## src/hdl/rdsd_pkg.sv

```systemverilog
`timescale 1ns / 1ps
// Shared types and constants of the digital rheostat SPI device.
package rdsd_pkg;

   localparam int MEM_SLOTS     = 20;
   localparam int WIPER_BITS    = 10;
   localparam int CMD_W         = 6;
   localparam int DATA_W        = 10;
   localparam int ANS_W         = 11;
   localparam int CTRL_W        = 4;
   localparam int CTRL_WR_BITS  = 3;
   localparam int SLOT_IDX_W    = (MEM_SLOTS > 1) ? $clog2(MEM_SLOTS) : 1;
   localparam int SLOT_CNT_W    = $clog2(MEM_SLOTS + 1);
   localparam int MAP_LOW_ADDR  = 20;
   localparam int MAP_HIGH_ADDR = 21;
   localparam int MAP_SLICE     = 11;
   localparam int MAP_BITS      = 2 * MAP_SLICE;

   localparam int CTRL_PROG_BIT    = 0;
   localparam int CTRL_WREN_BIT    = 1;
   localparam int CTRL_SUCCESS_BIT = 3;

   localparam logic [WIPER_BITS-1:0] MIDSCALE = WIPER_BITS'(1) << (WIPER_BITS - 1);

   typedef enum logic [CMD_W-1:0] {
      CMD_NOP      = 6'd0,
      CMD_WRWIPER  = 6'd1,
      CMD_RDWIPER  = 6'd2,
      CMD_STORE    = 6'd3,
      CMD_RESET    = 6'd4,
      CMD_RDMEM    = 6'd5,
      CMD_WRCTRL   = 6'd6,
      CMD_RDCTRL   = 6'd7,
      CMD_SHUTDOWN = 6'd8,
      CMD_HIZ      = 6'd32
   } cmd_type;

   typedef struct packed {
      logic [DATA_W-1:0] data;
      logic [CMD_W-1:0]  command;
   } frame_type;

   typedef struct packed {
      logic              open_circuit;
      logic [DATA_W-1:0] wiper_now;
      logic              sdo_driven;
      logic [ANS_W-1:0]  read_data;
   } result_type;

endpackage

```

## src/hdl/rdsd_in_reg.sv

```systemverilog
`timescale 1ns / 1ps
// Input register: holds one accepted frame until the execute stage takes it.
module rdsd_in_reg
   import rdsd_pkg::*;
(
   input  logic      clock,
   input  logic      reset,
   input  logic      in_valid,
   output logic      in_ready,
   input  frame_type in_frame,
   input  logic      take,
   output logic      fire,
   output frame_type frame
);

   logic      valid_ff;
   frame_type frame_ff;

   assign in_ready = !valid_ff || take;
   assign fire     = valid_ff && take;
   assign frame    = frame_ff;

   always_ff @(posedge clock) begin
      if (reset) begin
         valid_ff <= 1'b0;
      end else if (in_ready) begin
         valid_ff <= in_valid;
      end
   end

   always_ff @(posedge clock) begin
      if (in_valid && in_ready) begin
         frame_ff <= in_frame;
      end
   end

endmodule

```

## src/hdl/rdsd_exec.sv

```systemverilog
`timescale 1ns / 1ps
// Command decode, device state and result formation for one frame.
module rdsd_exec
   import rdsd_pkg::*;
(
   input  logic       clock,
   input  logic       reset,
   input  logic       fire,
   input  frame_type  frame,
   output result_type result
);

   logic [WIPER_BITS-1:0] wiper_ff, wiper_in;
   logic [WIPER_BITS-1:0] last_ff, last_in;
   logic [CTRL_W-1:0]     ctrl_ff, ctrl_in;
   logic [SLOT_CNT_W-1:0] slots_ff, slots_in;
   logic                  shut_ff, shut_in;
   logic                  hiz_ff, hiz_in;
   logic [ANS_W-1:0]      pend_ff, pend_in;
   logic [DATA_W-1:0]     mem [MEM_SLOTS];

   cmd_type               op;
   logic                  store_en;
   logic [MAP_BITS-1:0]   used_map;
   logic [ANS_W-1:0]      mem_answer;

   assign op = cmd_type'(frame.command);

   always_comb begin
      for (int i = 0; i < MAP_BITS; i++) begin
         used_map[i] = (i < int'(slots_ff));
      end
   end

   always_comb begin
      if (frame.data == DATA_W'(MAP_LOW_ADDR)) begin
         mem_answer = used_map[MAP_SLICE-1:0];
      end else if (frame.data == DATA_W'(MAP_HIGH_ADDR)) begin
         mem_answer = used_map[MAP_BITS-1:MAP_SLICE];
      end else if (frame.data < DATA_W'(MEM_SLOTS) && frame.data < DATA_W'(slots_ff)) begin
         mem_answer = ANS_W'(mem[frame.data[SLOT_IDX_W-1:0]]);
      end else begin
         mem_answer = '0;
      end
   end

   always_comb begin
      wiper_in = wiper_ff;
      last_in  = last_ff;
      ctrl_in  = ctrl_ff;
      slots_in = slots_ff;
      shut_in  = shut_ff;
      pend_in  = '0;
      store_en = 1'b0;
      case (op)
         CMD_WRWIPER: begin
            if (ctrl_ff[CTRL_WREN_BIT]) begin
               wiper_in = frame.data[WIPER_BITS-1:0];
            end
         end
         CMD_RDWIPER: begin
            pend_in = ANS_W'(wiper_ff);
         end
         CMD_STORE: begin
            if (ctrl_ff[CTRL_PROG_BIT] && slots_ff < SLOT_CNT_W'(MEM_SLOTS)) begin
               store_en                  = 1'b1;
               last_in                   = wiper_ff;
               slots_in                  = slots_ff + SLOT_CNT_W'(1);
               ctrl_in[CTRL_SUCCESS_BIT] = 1'b1;
            end
         end
         CMD_RESET: begin
            wiper_in = (slots_ff != '0) ? last_ff : MIDSCALE;
         end
         CMD_RDMEM: begin
            pend_in = mem_answer;
         end
         CMD_WRCTRL: begin
            ctrl_in[CTRL_WR_BITS-1:0] = frame.data[CTRL_WR_BITS-1:0];
         end
         CMD_RDCTRL: begin
            pend_in = ANS_W'(ctrl_ff);
         end
         CMD_SHUTDOWN: begin
            shut_in = frame.data[0];
         end
         default: begin
         end
      endcase
      hiz_in = (op == CMD_HIZ);
   end

   assign result.read_data    = hiz_ff ? '0 : pend_ff;
   assign result.sdo_driven   = !hiz_ff;
   assign result.wiper_now    = DATA_W'(wiper_in);
   assign result.open_circuit = shut_in;

   always_ff @(posedge clock) begin
      if (reset) begin
         wiper_ff <= MIDSCALE;
         last_ff  <= MIDSCALE;
         ctrl_ff  <= '0;
         slots_ff <= '0;
         shut_ff  <= 1'b0;
         hiz_ff   <= 1'b0;
         pend_ff  <= '0;
      end else if (fire) begin
         wiper_ff <= wiper_in;
         last_ff  <= last_in;
         ctrl_ff  <= ctrl_in;
         slots_ff <= slots_in;
         shut_ff  <= shut_in;
         hiz_ff   <= hiz_in;
         pend_ff  <= pend_in;
      end
   end

   always_ff @(posedge clock) begin
      if (fire && store_en) begin
         mem[slots_ff[SLOT_IDX_W-1:0]] <= DATA_W'(wiper_ff);
      end
   end

   a_slots_bound: assert property (@(posedge clock) disable iff (reset)
      slots_ff <= SLOT_CNT_W'(MEM_SLOTS))
      else $error("slot count beyond memory size");

   a_slots_step: assert property (@(posedge clock) disable iff (reset)
      !fire |=> $stable(slots_ff))
      else $error("slot count moved without an item");

   a_store_success: assert property (@(posedge clock) disable iff (reset)
      (fire && store_en) |=> ctrl_ff[CTRL_SUCCESS_BIT] && last_ff == $past(wiper_ff))
      else $error("store did not set success or latch wiper");

   a_hiz_follow: assert property (@(posedge clock) disable iff (reset)
      fire |=> hiz_ff == ($past(frame.command) == CMD_HIZ))
      else $error("output enable does not follow last command");

endmodule

```

## src/hdl/rdsd_out_reg.sv

```systemverilog
`timescale 1ns / 1ps
// Result register: holds one result item until the consumer takes it.
module rdsd_out_reg
   import rdsd_pkg::*;
(
   input  logic       clock,
   input  logic       reset,
   input  logic       fire,
   input  result_type result,
   output logic       take,
   output logic       out_valid,
   input  logic       out_ready,
   output result_type out_result
);

   logic       valid_ff;
   result_type result_ff;

   assign take       = !valid_ff || out_ready;
   assign out_valid  = valid_ff;
   assign out_result = result_ff;

   always_ff @(posedge clock) begin
      if (reset) begin
         valid_ff <= 1'b0;
      end else if (take) begin
         valid_ff <= fire;
      end
   end

   always_ff @(posedge clock) begin
      if (fire) begin
         result_ff <= result;
      end
   end

endmodule

```

## src/hdl/digital_rheostat_spi_device.sv

```systemverilog
// A frame accepted into the input register is executed and loaded into the result register
// once the result register can take it; its result item is then offered on the rsp port.
// Throughput: one frame per cycle, set by the single execute stage between the
// input register and the result register; backpressure stalls both registers.
// Reset: synchronous, active high; the wiper returns to midscale, control,
// slot count, shutdown, SDO release and pending answer clear, no clearing pass.
`timescale 1ns / 1ps
module digital_rheostat_spi_device
   import rdsd_pkg::*;
(
   input  logic        clock,
   input  logic        reset,
   input  logic        req_tvalid,
   output logic        req_tready,
   input  logic [15:0] req_tdata,   // command[5:0], data[15:6]
   output logic        rsp_tvalid,
   input  logic        rsp_tready,
   output logic [23:0] rsp_tdata    // read_data[10:0], sdo_driven[11], wiper_now[21:12],
                                    // open_circuit[22], zero[23]
);

   logic       fire;
   logic       take;
   frame_type  frame;
   result_type result;
   result_type out_result;

   rdsd_in_reg u_in_reg (
      .clock    (clock),
      .reset    (reset),
      .in_valid (req_tvalid),
      .in_ready (req_tready),
      .in_frame (frame_type'(req_tdata)),
      .take     (take),
      .fire     (fire),
      .frame    (frame)
   );

   rdsd_exec u_exec (
      .clock  (clock),
      .reset  (reset),
      .fire   (fire),
      .frame  (frame),
      .result (result)
   );

   rdsd_out_reg u_out_reg (
      .clock      (clock),
      .reset      (reset),
      .fire       (fire),
      .result     (result),
      .take       (take),
      .out_valid  (rsp_tvalid),
      .out_ready  (rsp_tready),
      .out_result (out_result)
   );

   assign rsp_tdata = {1'b0, out_result};

endmodule

```

## config.mk

```make
export PLATFORM = sky130hd
export DESIGN_NAME = digital_rheostat_spi_device
export DESIGN_NICKNAME = d
export VERILOG_FILES = /design/src/hdl/rdsd_pkg.sv /design/src/hdl/rdsd_in_reg.sv /design/src/hdl/rdsd_exec.sv /design/src/hdl/rdsd_out_reg.sv /design/src/hdl/digital_rheostat_spi_device.sv
export SDC_FILE = /design/constraint.sdc
export NUM_CORES = 1
export LEC_CHECK = 0
export ABC_AREA = 1
export BUFFER_PORTS_ARGS = -buffer_cell sky130_fd_sc_hd__buf_2
export CAP_MARGIN = 40
export CORE_MARGIN = 3
export CORE_UTILIZATION = 40
export CTS_CLUSTER_SIZE = 40
export DETAILED_ROUTE_END_ITERATION = 12
export PLACE_DENSITY = 0.62
export SYNTH_ARGS = -nofsm -noshare
export SYNTH_HDL_FRONTEND = slang
export SYNTH_SLANG_ARGS = --single-unit
```

## constraint.sdc

```tcl
create_clock -name clock -period 2.34 [get_ports clock]
set_input_delay 0 -clock clock [delete_from_list [all_inputs] [get_ports clock]]
set_output_delay 0 -clock clock [all_outputs]
set_load 0.01 [all_outputs]
```

After elaboration in Yosys (flattened, before gate mapping). Memories as Yosys holds them, arrays and structs flattened. A register that Yosys moved wholly into a read port is not among the register bits. Index checks and enable logic that the tools add are counted.

$add $sub $neg: 1. Mux-type cells: 13. Reductions and logical operators: 13. Eq/ne operators: 11. Order comparisons: 25.

Operators by type and width (count): $lt A4 B5 Y1 const A (8); $pmux W11 S3 (1); $lt A5 B5 Y1 const A (6); $mux W10 (3); $eq A6 B3 Y1 const B (4); $mux W11 (2); $eq A10 B5 Y1 const B (2); $lt A3 B5 Y1 const A (4); $pmux W10 S2 (1); $eq A6 B2 Y1 const B (2); $lt A1 B5 Y1 const A (2); $lt A10 B5 Y1 (1); $lt A10 B5 Y1 const B (1); $lt A2 B5 Y1 const A (2); $eq A6 B1 Y1 const B (1); $eq A6 B4 Y1 const B (1); $eq A6 B6 Y1 const B (1); $add A5 B1 Y5 const B (1); $logic_and A1 B1 Y1 (5); $lt A5 B5 Y1 const B (1); $mux W1 (5); $mux W5 (1); $reduce_bool A5 Y1 (1); $logic_not A1 Y1 (3); 3 further kinds (4).

Memory bits (writable): 200. Memories kept: 1. Output and inout bits: 26. Flip-flop bits (word level): 83. Input port bits: 20.

Memory list: u_exec.mem (depth 20, width 10, read ports 1, clocked after memory_dff 1, wr ports 1, line rdsd_exec.sv:20) `logic [DATA_W-1:0] mem [MEM_SLOTS];`.

Longest topological paths before layout. Gate-level depths: netlist of run 1.

Depth after elaboration: 7. Depth in mapped cells: 17.

By module. A second synthesis of run 1 with hierarchy kept.

Cells, all modules: 1297. Area total of the unflattened synthesis: 12443.2 um^2.

By module, submodules not included: rdsd_exec (area each 11163.2 um^2, times used 1, sequential area each 6846.6 um^2, cells each 1243); rdsd_out_reg (area each 733.2 um^2, times used 1, sequential area each 710.7 um^2, cells each 28); rdsd_in_reg (area each 535.5 um^2, times used 1, sequential area each 500.5 um^2, cells each 24); digital_rheostat_spi_device (area each 11.3 um^2, times used 1, sequential area each 0.0 um^2, cells each 2).

Worst setup path after synthesis of run 1. OpenSTA, ideal clock, no wires.

Kind: register -> register. Start: register u_out_reg.valid_ff, in the netlist u_out_reg.out_valid. End: memory u_exec.mem[7][0] (enable). Arrival: 1.924 ns. Library setup time: 0.390 ns. Slack: 0.027 ns. Clock period less this slack: 2.313 ns. Cell stages (with the launch flop): 8. Path through: dfxtp_1 nand2_1 nand2_1 nor3b_1 nand2_1 inv_1 nand2_1 nor3_1.

Longest elaborated chain between the ends: 6.

Ends and longest elaborated chain: from (decl) (line rdsd_out_reg.sv:16) `logic valid_ff;`; from (signal assigned) (line rdsd_out_reg.sv:27) `valid_ff <= fire;`; $logic_not A1 Y1 (line rdsd_out_reg.sv:19) `assign take = !valid_ff || out_ready;`; $logic_or A1 B1 Y1 (line rdsd_out_reg.sv:19); $logic_and A1 B1 Y1 (line rdsd_in_reg.sv:20) `assign fire = valid_ff && take;`; $logic_and A1 B1 Y1 (line rdsd_exec.sv:119) `if (fire && store_en) begin`; $mux W1 (line rdsd_exec.sv:119); $mux W1 (implied by the code) (line rdsd_exec.sv:120) `mem[slots_ff[SLOT_IDX_W-1:0]] <= DATA_W'(wiper_ff);`; to (decl) (line rdsd_exec.sv:20).

No other way between the ends.

Final worst setup path of run 1.
Start: register u_in_reg.frame_ff, in the netlist u_in_reg.frame[9]. End: register u_exec.pend_ff[2].

Longest elaborated chain between the ends: 6.

Ends and longest elaborated chain: from (decl) (line rdsd_in_reg.sv:17) `frame_type frame_ff;`; from (signal assigned) (line rdsd_in_reg.sv:33) `frame_ff <= in_frame;`; $lt A10 B5 Y1 (line rdsd_exec.sv:40) `end else if (frame.data < DATA_W'(MEM_SLOTS) && frame.data < DATA_W'(slots_ff)) begin`; $logic_and A1 B1 Y1 (line rdsd_exec.sv:40); $mux W10 (line rdsd_exec.sv:40); $mux W11 (line rdsd_exec.sv:38) `end else if (frame.data == DATA_W'(MAP_HIGH_ADDR)) begin`; $mux W11 * (line rdsd_exec.sv:36) `if (frame.data == DATA_W'(MAP_LOW_ADDR)) begin`; $pmux W11 S3 * (line rdsd_exec.sv:55) `case (op)`; to (signal assigned) (line rdsd_exec.sv:114) `pend_ff <= pend_in;`; to (decl) (line rdsd_exec.sv:19) `logic [ANS_W-1:0] pend_ff, pend_in;`.

Every way passes the cells marked *; elsewhere a longest branch is shown, timed or not. A chain may end at the register's enable or synchronous reset.

==> results of run 1 <==
-- layer usage --
metal  vias up  part of all wire  track usage
li1       4252                 -            -
met1      4100              0.45        0.253
met2       239              0.47        0.288
met5         -                 0            0
met3        62             0.052       0.0210
met4         0             0.028       0.0547
-- logic make-up after synthesis --
| group | count (synthesis) | synth area share |
|---|---|---|
| DFF | 288 | 0.669 |
| adders and majority gates | 8 | 0.00821 |
| other | 1 | 0.000308 |
| buffers and inverters | 133 | 0.0466 |
| AOI/OAI and AO/OA | 131 | 0.0623 |
| and+or+nand+nor | 620 | 0.213 |
-- worst max path at each step --
stage                   startpoint                 to  slack, ns
4_1_cts         u_in_reg.frame[10]  u_exec.pend_ff[6]       0.15
3_3_place_gp    u_in_reg.frame[10]  u_exec.pend_ff[6]       0.22
5_1_grt         u_in_reg.frame[10]  u_exec.pend_ff[0]      -0.06
2_1_floorplan  u_out_reg.out_valid   u_exec.mem[7][0]       0.03
6_report         u_in_reg.frame[9]  u_exec.pend_ff[2]       0.16
3_5_place_dp    u_in_reg.frame[10]  u_exec.pend_ff[6]       0.17
-- worst max-delay path, cell delays in order (launching register included) --
cell      delay, ns
edfxtp_1       0.44
ha_1           0.34
nand2_1        0.07
a21oi_1        0.07
nor3_2         0.25
buf_4          0.16
nand3_1        0.13
nor2_1         0.16
nand2_1        0.07
nand2_1        0.06
nand2_1        0.06
nand2_1        0.06
nand2_1        0.04
nand2_1        0.06
nand2_1        0.04
a21oi_1        0.10
-- flip-flops by register name, summed over array words and instances (netlist names), 4 cells and up, named ones only --
name / count
u_exec.mem: 200
u_out_reg.out_result: 23
u_in_reg.frame: 16
u_exec.pend_ff: 11
u_exec.last_ff: 10
u_exec.wiper_ff: 10
u_exec.slots_ff: 5
u_exec.ctrl_ff: 4
-- power by group through the flow --
stage | clock network [mW] | logic (mW) | registers, mW
3_5_place_dp | 0 | 0.794 | 5.79
6_report | 4.67 | 0.828 | 5.68
3_3_place_gp | 0 | 0.784 | 5.79
5_1_grt | 4.99 | 0.917 | 5.69
2_1_floorplan | 0 | 0.463 | 5.81
4_1_cts | 4.75 | 0.824 | 5.68
-- Yosys cell counts (all sizes together) --
cell type	n	area, sq um
clkinv	5	18.8
a21oi	49	245
clkbuf	26	98.8
o221ai	3	26.3
or2	3	18.8
nand4	3	18.8
nor3	9	50.1
a211oi	11	82.6
o31ai	1	7.51
conb	1	3.75
dfxtp	49	981
nor3b	1	7.51
nand3	157	791
a22oi	1	7.51
ha	8	100
inv	71	267
and3	1	6.26
nor2	94	360
edfxtp	239	7180
buf	31	184
nor4	2	27.5
a31oi	2	12.5
o21ai	53	265
o211ai	11	113
nand2	350	1320
-- repair_timing --
item | in CTS | in global routing
hold buffers | 21 | 0
endpoints found under the hold margin | 47 | 0
endpoints found under the setup margin | 0 | 5
gates resized for setup | 0 | 6
buffers inserted | 0 | 3
-- per-stage QoR --
| stage | setup slack (ns) | power (mW) | std cells | setup TNS (ns) | util |
|---|---|---|---|---|---|
| after global placement | 0.222 | 6.57 | 1616 | 0 | 0.440 |
| after global routing | -0.0596 | 11.6 | 1696 | -0.266 | 0.481 |
| final | 0.157 | 11.2 | 1696 | 0 | 0.481 |
| after floorplan | 0.0265 | 6.27 | 1181 | 0 | - |
| after detailed placement | 0.170 | 6.59 | 1616 | 0 | 0.440 |
| after CTS | 0.146 | 11.3 | 1692 | 0 | 0.480 |
-- final cells by class --
type,count,area [sq um],share of cell area
flip-flops and latches,288,8170,0.570
multi-input cells,761,3470,0.242
repair buffers,126,951,0.0663
clock buffers,35,791,0.0552
well taps,390,488,0.0340
inverters,76,285,0.0199
clock inverters,20,184,0.0128
==> results.cfg, run 1 <==
[floorplanning]
fp.dieH_um = 181
core_sq_um = 29800
rows = 63
chipWidth_um = 181
die-area_sq_um = 32600
io_pins = 46
initial_core_util = 0.409

[cts]
clk_pin_slew_worst_paths_ns = 0.06
cts-buffers-inserted = 30
cts_max_level = 1
cts_tree = done
clockBufferDepth = 3
cts.sinks = 288
clockRootBuffer = clkbuf_16
worstSkewPairLatency_ns = 0.55

[sta]
period_minus_slack_ns = 2.18
setup_viol = 0
tightest_slew_ns = 0.922
fin_skew_ns = 0.0170
fmax_mhz = 458
slew_violations = 0
period_share = 0.933
max-slew-margin-rel = 0.384
hold_viol_final = 0
fin_hold_ws_ns = 0.151

[power]
switching_share = 0.228
ir_worst_vdd_mv = 0.630
p_clk_frac = 0.418
p_leak_nw = 5.52
pwr-share-comb = 0.074
p_seq_frac = 0.508
power_switching_mw = 2.55
intPower_mw = 8.63
power_density_nw_per_um2 = 780

[global_route]
antenna_found_initial = 0
grtUsageTotal = 0.178
grt.overflow.total = 0
grt_max_degree = 59
grt_pass1_vias = 8362
grt_pass1_wl_um = 46500

[synthesis]
syn_nets = 1209
syn_area_per_cell_sq_um = 10.3
synth_seq_area_share = 0.669
ys_warn_count = 0
synth_seq_cells = 288
netlist_instances = 1181
synth.cell_area_sq_um = 12200
synth_cell_type_count = 37

[worst_setup_path]
endpoint_kind = flop
required_ns = 2.82
rr_endpoint = u_exec.pend_ff[2]
reg2reg_depth = 15
crit_arrival_ns = 2.67
r2r_setup_slack_ns = 0.16
worst_setup_path_start_kind = flop
timing.rr.start = u_in_reg.frame[9]
critPathKind = reg2reg
path_max_fanout = 4

[drt]
viasPerCell = 5.10
wl_per_cell_um = 17.5
drc = 0
wirelength_um = 29600
dr.pass1.iters = 5
num_vias = 8653
drtIter0Drc = 881
ant_nets = 0

[outcome]
status = finished, final reports clean

[worst_hold_path]
whs_path_depth = 2
min_path_type = in2reg
whs_endpoint = u_in_reg.frame[12]
min-delay-start = req_tdata[12]

[finish]
final_nets = 1311
fin_area_sq_um = 14300
final_cell_mix = 349 x nand2_1, 239 x edfxtp_1, 157 x nand3_1
n_fill_cell = 2708
num_antenna_cells = 0
layout_commonest_cell = nand2_1
drive_gt1_frac = 0.133
syn_to_final_growth_pct = 17.7

[placed_design]
dpl_cell_area_sq_um = 13100
io_buffers = 44
place.gp.congestion = 0.931
hpwl_um = 18700

[flow_run]
drv_cap = 0
(Power assumes the default switching activity.)
==> inputs of run 2 (changes only) <==
Settings changed: CTS_BUF_LIST from default to sky130_fd_sc_hd__clkbuf_4 sky130_fd_sc_hd__clkbuf_8.
==> run 2 against run 1 <==
- sequential cell count unchanged
- die area unchanged
- wire length up 0.94%
- global-route usage up 0.20 points
- utilization hardly changed
==> results.cfg, run 2 (same netlist as run 1, synthesis figures left out) <==
[outcome]
status = finished, final reports clean

[worst_setup_path]
cp_common_cell = nand2_1
cp.depth = 16
required_ns = 2.82
critPathKind = reg2reg
critical-path-max-stage-delay_ns = 0.44
endpoint_kind = flop
path_max_fanout = 7
timing.rr.start = u_exec.slots_ff[2]
cp_top_family = simple AND/OR/NAND/NOR gates
reg2reg_depth = 16
crit_arrival_ns = 2.67
worstSetupStartpoint = u_exec.slots_ff[2]
r2r_setup_slack_ns = 0.15
worst_setup_path_start_kind = flop
cp_num_buf_inv = 2
slowest_stage = dfxtp_1
crit_chain = clkinv_1 > ha_1 > nand2_1 > a21oi_1 > nor3_2 > buf_4 > nand3_1 > nor2_1 > nand2_1 > nand2_1 > nand2_1 > nand2_1 > nand2_1 > nand2_1 > nand2_1 > a21oi_1
crit_end = u_exec.pend_ff[2]
rr_endpoint = u_exec.pend_ff[2]

[finish]
num_antenna_cells = 0
instances_no_fill = 1727
largest_reg_flops = 200
fin_area_sq_um = 14300
syn_to_final_growth_pct = 17.7
final_nets = 1328
final_cell_mix = 349 x nand2_1, 239 x edfxtp_1, 157 x nand3_1
layout_commonest_cell = nand2_1
final_core_util = 0.481
drive_gt1_frac = 0.159

[floorplanning]
initial_core_util = 0.409
rows = 63
io_pins = 46
chipWidth_um = 181
fp.dieH_um = 181
core_sq_um = 29800
die-area_sq_um = 32600

[drt]
drc = 0
ant_nets = 0
drtIter0Drc = 837
num_vias = 8754
wl_per_cell_um = 17.3
wirelength_um = 29900
dr.pass1.iters = 6
viasPerCell = 5.07

[placed_design]
dp.cells = 1616
io_buffers = 44
hpwl_um = 18700
place.gp.congestion = 0.931
place_ws_ns = 0.170
dpl_cell_area_sq_um = 13100

[cts]
cts.sinks = 288
clockRootBuffer = clkbuf_8
cts-buffers-inserted = 47
cts_max_level = 2
cts_tree = done
clockBufferDepth = 3
clk_pin_slew_worst_paths_ns = 0.06
worstSkewPairLatency_ns = 0.56

[sta]
postLayoutSetupSlackWorst_ns = 0.148
fin_setup_tns_ns = 0
fin_skew_ns = 0.0255
period_minus_slack_ns = 2.19
fin_hold_ws_ns = 0.148
max-slew-margin-rel = 0.369
period_share = 0.937
hold_viol_final = 0
slew_violations = 0
setup_viol = 0
tightest_slew_ns = 0.945
fmax_mhz = 456

[power]
ir_worst_vdd_mv = 0.756
total_power_mw = 10.9
p_leak_nw = 5.58
power_density_nw_per_um2 = 763

[global_route]
grt_pass1_wl_um = 46700
grt_pass1_vias = 8413
grt_max_degree = 59
busiest_layer = met2
grt_use_met1 = 0.254
met2_usage = 0.286
grt_use_met3 = 0.0262
grt.overflow.total = 0
antenna_found_initial = 0
grtUsageTotal = 0.180

[flow_run]
drv_cap = 0

[worst_hold_path]
min_path_type = in2reg
run 2: metal layers:
layer | routed length [um] | vias up
met2 | 14000 | 242
met1 | 13600 | 4166
li1 | - | 4288
met4 | 831 | 0
met3 | 1570 | 58
met5 | 0 | -
run 2: timing repair:
| item | 4_1_cts | 5_1_grt |
|---|---|---|
| hold endpoints to repair | 47 | 0 |
| buffers inserted | 0 | 3 |
| setup endpoints to repair | 0 | 5 |
| gates resized for setup | 0 | 7 |
| hold buffers | 21 | 0 |
run 2: cell type report:
cell class	instances	area [sq um]
Clock buffer	83	967
Multi-Input combinational cell	761	3470
Clock inverter	3	12.5
Tap cell	390	488
Sequential cell	288	8170
Inverter	76	285
Timing Repair Buffer	126	951
Fill cell	2732	15500
run 2: how the worst min path moves through the flow:
stage,start,end,slack (ns),cells past startpoint
6_report,req_tdata[12],u_in_reg.frame[12],0.15,2
5_1_grt,req_tdata[11],u_in_reg.frame[11],0.15,2
4_1_cts,req_tdata[12],u_in_reg.frame[12],0.12,2
3_5_place_dp,req_tdata[11],u_in_reg.frame[11],0.18,1
3_3_place_gp,req_tdata[11],u_in_reg.frame[11],0.18,1
2_1_floorplan,req_tdata[0],u_in_reg.frame[0],0.1,0
run 2: power by group:
part | total, mW | leakage (nW) | internal [mW] | switching, mW
clock network | 4.43 | 0.531 | 2.57 | 1.86
registers | 5.68 | 2.61 | 5.63 | 0.0539
logic | 0.828 | 2.44 | 0.262 | 0.566
total | 10.9 | 5.58 | 8.46 | 2.48
==> inputs of run 3 (changes only) <==
Settings changed: CORE_ASPECT_RATIO from default to 0.8.
==> run 3 against run 2 <==
- sequential cell count did not move
- fmax grew 0.92%
- sequential power about the same
- final cell count up 1.1%
- worst hold slack better by 0.013 ns
- global-route usage rose by 0.78 points
- utilization grew 0.29 points
==> results.cfg, run 3 (same netlist as run 1, synthesis figures left out) <==
[floorplanning]
chipWidth_um = 201
die-area_sq_um = 32600
io_pins = 46
fp.dieH_um = 162
initial_core_util = 0.411
core_sq_um = 29600
rows = 56

[worst_setup_path]
endpoint_kind = flop
path_max_fanout = 5
cp_common_cell = nand2_1
cp_num_buf_inv = 2
worst_setup_path_start_kind = flop
critical-path-max-stage-delay_ns = 0.46
crit_arrival_ns = 2.58
slowest_stage = edfxtp_1
cp_top_family = simple AND/OR/NAND/NOR gates
required_ns = 2.75
critPathKind = reg2reg
crit_chain = buf_4 > buf_4 > nor2_1 > and3_1 > nand3_1 > nor2_1 > o21ai_0 > nand2_1 > nand2_1 > nand2_1 > nand2_1 > nand2_1 > a21oi_1

[global_route]
grt_max_degree = 56
grt_pass1_wl_um = 47900
grt_pass1_vias = 8500
grt.overflow.total = 0
antenna_found_initial = 1
grtUsageTotal = 0.188

[cts]
cts-buffers-inserted = 46
clk_pin_slew_worst_paths_ns = 0.06
worstSkewPairLatency_ns = 0.55
clockRootBuffer = clkbuf_8
cts_tree = done
clockBufferDepth = 3
cts_max_level = 2
cts.sinks = 288

[flow_run]
drv_cap = 0

[power]
power_switching_mw = 2.55
p_clk_frac = 0.403
intPower_mw = 8.40
switching_share = 0.233
ir_worst_vdd_mv = 0.437
power_density_nw_per_um2 = 762
p_seq_frac = 0.519
p_leak_nw = 5.58
total_power_mw = 10.9
pwr-share-comb = 0.078

[sta]
slew_violations = 0
fmax_mhz = 460
period_share = 0.928
setup_viol = 0
tightest_slew_ns = 0.552
period_minus_slack_ns = 2.17
max-slew-margin-rel = 0.629
hold_viol_final = 0
fin_setup_tns_ns = 0
fin_skew_ns = 0.0229

[drt]
wl_per_cell_um = 17.8
viasPerCell = 5.05
met3_length_um = 2430
wirelength_um = 31000
top_layer_used = met4
ant_nets = 0
drc = 0
drtIter0Drc = 879
met2_length_um = 13300
num_vias = 8810
dr.pass1.iters = 5
m1WireLength_um = 14800

[outcome]
status = finished, final reports clean

[finish]
largest_reg_flops = 200
final_nets = 1330
multi_input_area_sq_um = 3470
regArea_sq_um = 8170
n_fill_cell = 2719
layout_commonest_cell = nand2_1
num_antenna_cells = 0
final_cell_mix = 348 x nand2_1, 239 x edfxtp_1, 157 x nand3_1
drive_gt1_frac = 0.160
syn_to_final_growth_pct = 17.8

[worst_hold_path]
min_path_type = in2reg

[placed_design]
hpwl_um = 19300
io_buffers = 44
place.gp.congestion = 0.938
[run 3: changes by cell type in the layout (fill, tap and decap cells not counted), moves of 2 or more]
cell	delta
dlygate4sd3_1	-2
nor2_1	+2
buf_4	+5
nor2_2	-2
clkinv_1	+3
clkbuf_8	-5
[run 3: path summary, 6_finish.rpt]
kind | from | endpoint | slack, ns | cells past startpoint
hold reg to reg | u_exec.pend_ff[5] | u_exec.pend_ff[5] | 0.47 | 2
setup reg to reg | u_in_reg.frame[9] | u_exec.pend_ff[2] | 0.17 | 13
hold / removal | req_tdata[13] | u_in_reg.frame[13] | 0.16 | 2
setup / recovery | u_in_reg.frame[9] | u_exec.pend_ff[2] | 0.17 | 13
[run 3: area by class of cell]
| type | count | area share |
|---|---|---|
| Tap cell | 406 | 0.0354 |
| Sequential cell | 288 | 0.569 |
| Timing Repair Buffer | 129 | 0.0675 |
| Clock inverter | 9 | 0.00462 |
| Multi-Input combinational cell | 761 | 0.242 |
| Clock buffer | 77 | 0.0621 |
| Inverter | 76 | 0.0199 |
[run 3: worst reg2reg max path, cell delays in order, from the launching register on]
cell and delay (ns):
edfxtp_1 0.46, buf_4 0.18, buf_4 0.13, nor2_1 0.12, and3_1 0.19, nand3_1 0.16
nor2_1 0.31, o21ai_0 0.16, nand2_1 0.09, nand2_1 0.05, nand2_1 0.06, nand2_1 0.05
nand2_1 0.05, a21oi_1 0.05
[run 3: metrics by stage]
step           hold slack (ns)  worst slack, ns  instances  instance area, sq um  utilization
3_3_place_gp             0.178            0.201       1636                 13200        0.444
2_1_floorplan           0.0989           0.0265       1181                 12200            -
3_5_place_dp             0.178            0.203       1636                 13200        0.444
6_report                 0.161            0.168       1746                 14400        0.484
4_1_cts                  0.122            0.171       1741                 14300        0.483
5_1_grt                  0.150          -0.0112       1746                 14400        0.484
[run 3: power by group through the flow]
stage                     logic (mW)  clock network (mW)  registers [mW]
after floorplan                0.463                   0            5.81
after global placement         0.806                   0            5.79
after detailed placement       0.814                   0            5.79
after CTS                      0.841                4.51            5.68
after global routing           0.937                4.75            5.69
final                          0.852                4.41            5.68
[run 3: metal layers]
metal / vias up / track usage
li1: 4295 / -
met1: 4161 / 0.289
met2: 310 / 0.275
met3: 44 / 0.0313
met4: 0 / 0.0508
met5: - / 0
[run 3: what timing repair did]
item,4_1_cts,5_1_grt
setup endpoints to repair,0,27
buffers inserted,0,4
gates resized for setup,0,6
hold endpoints to repair,47,0
hold buffers,19,0
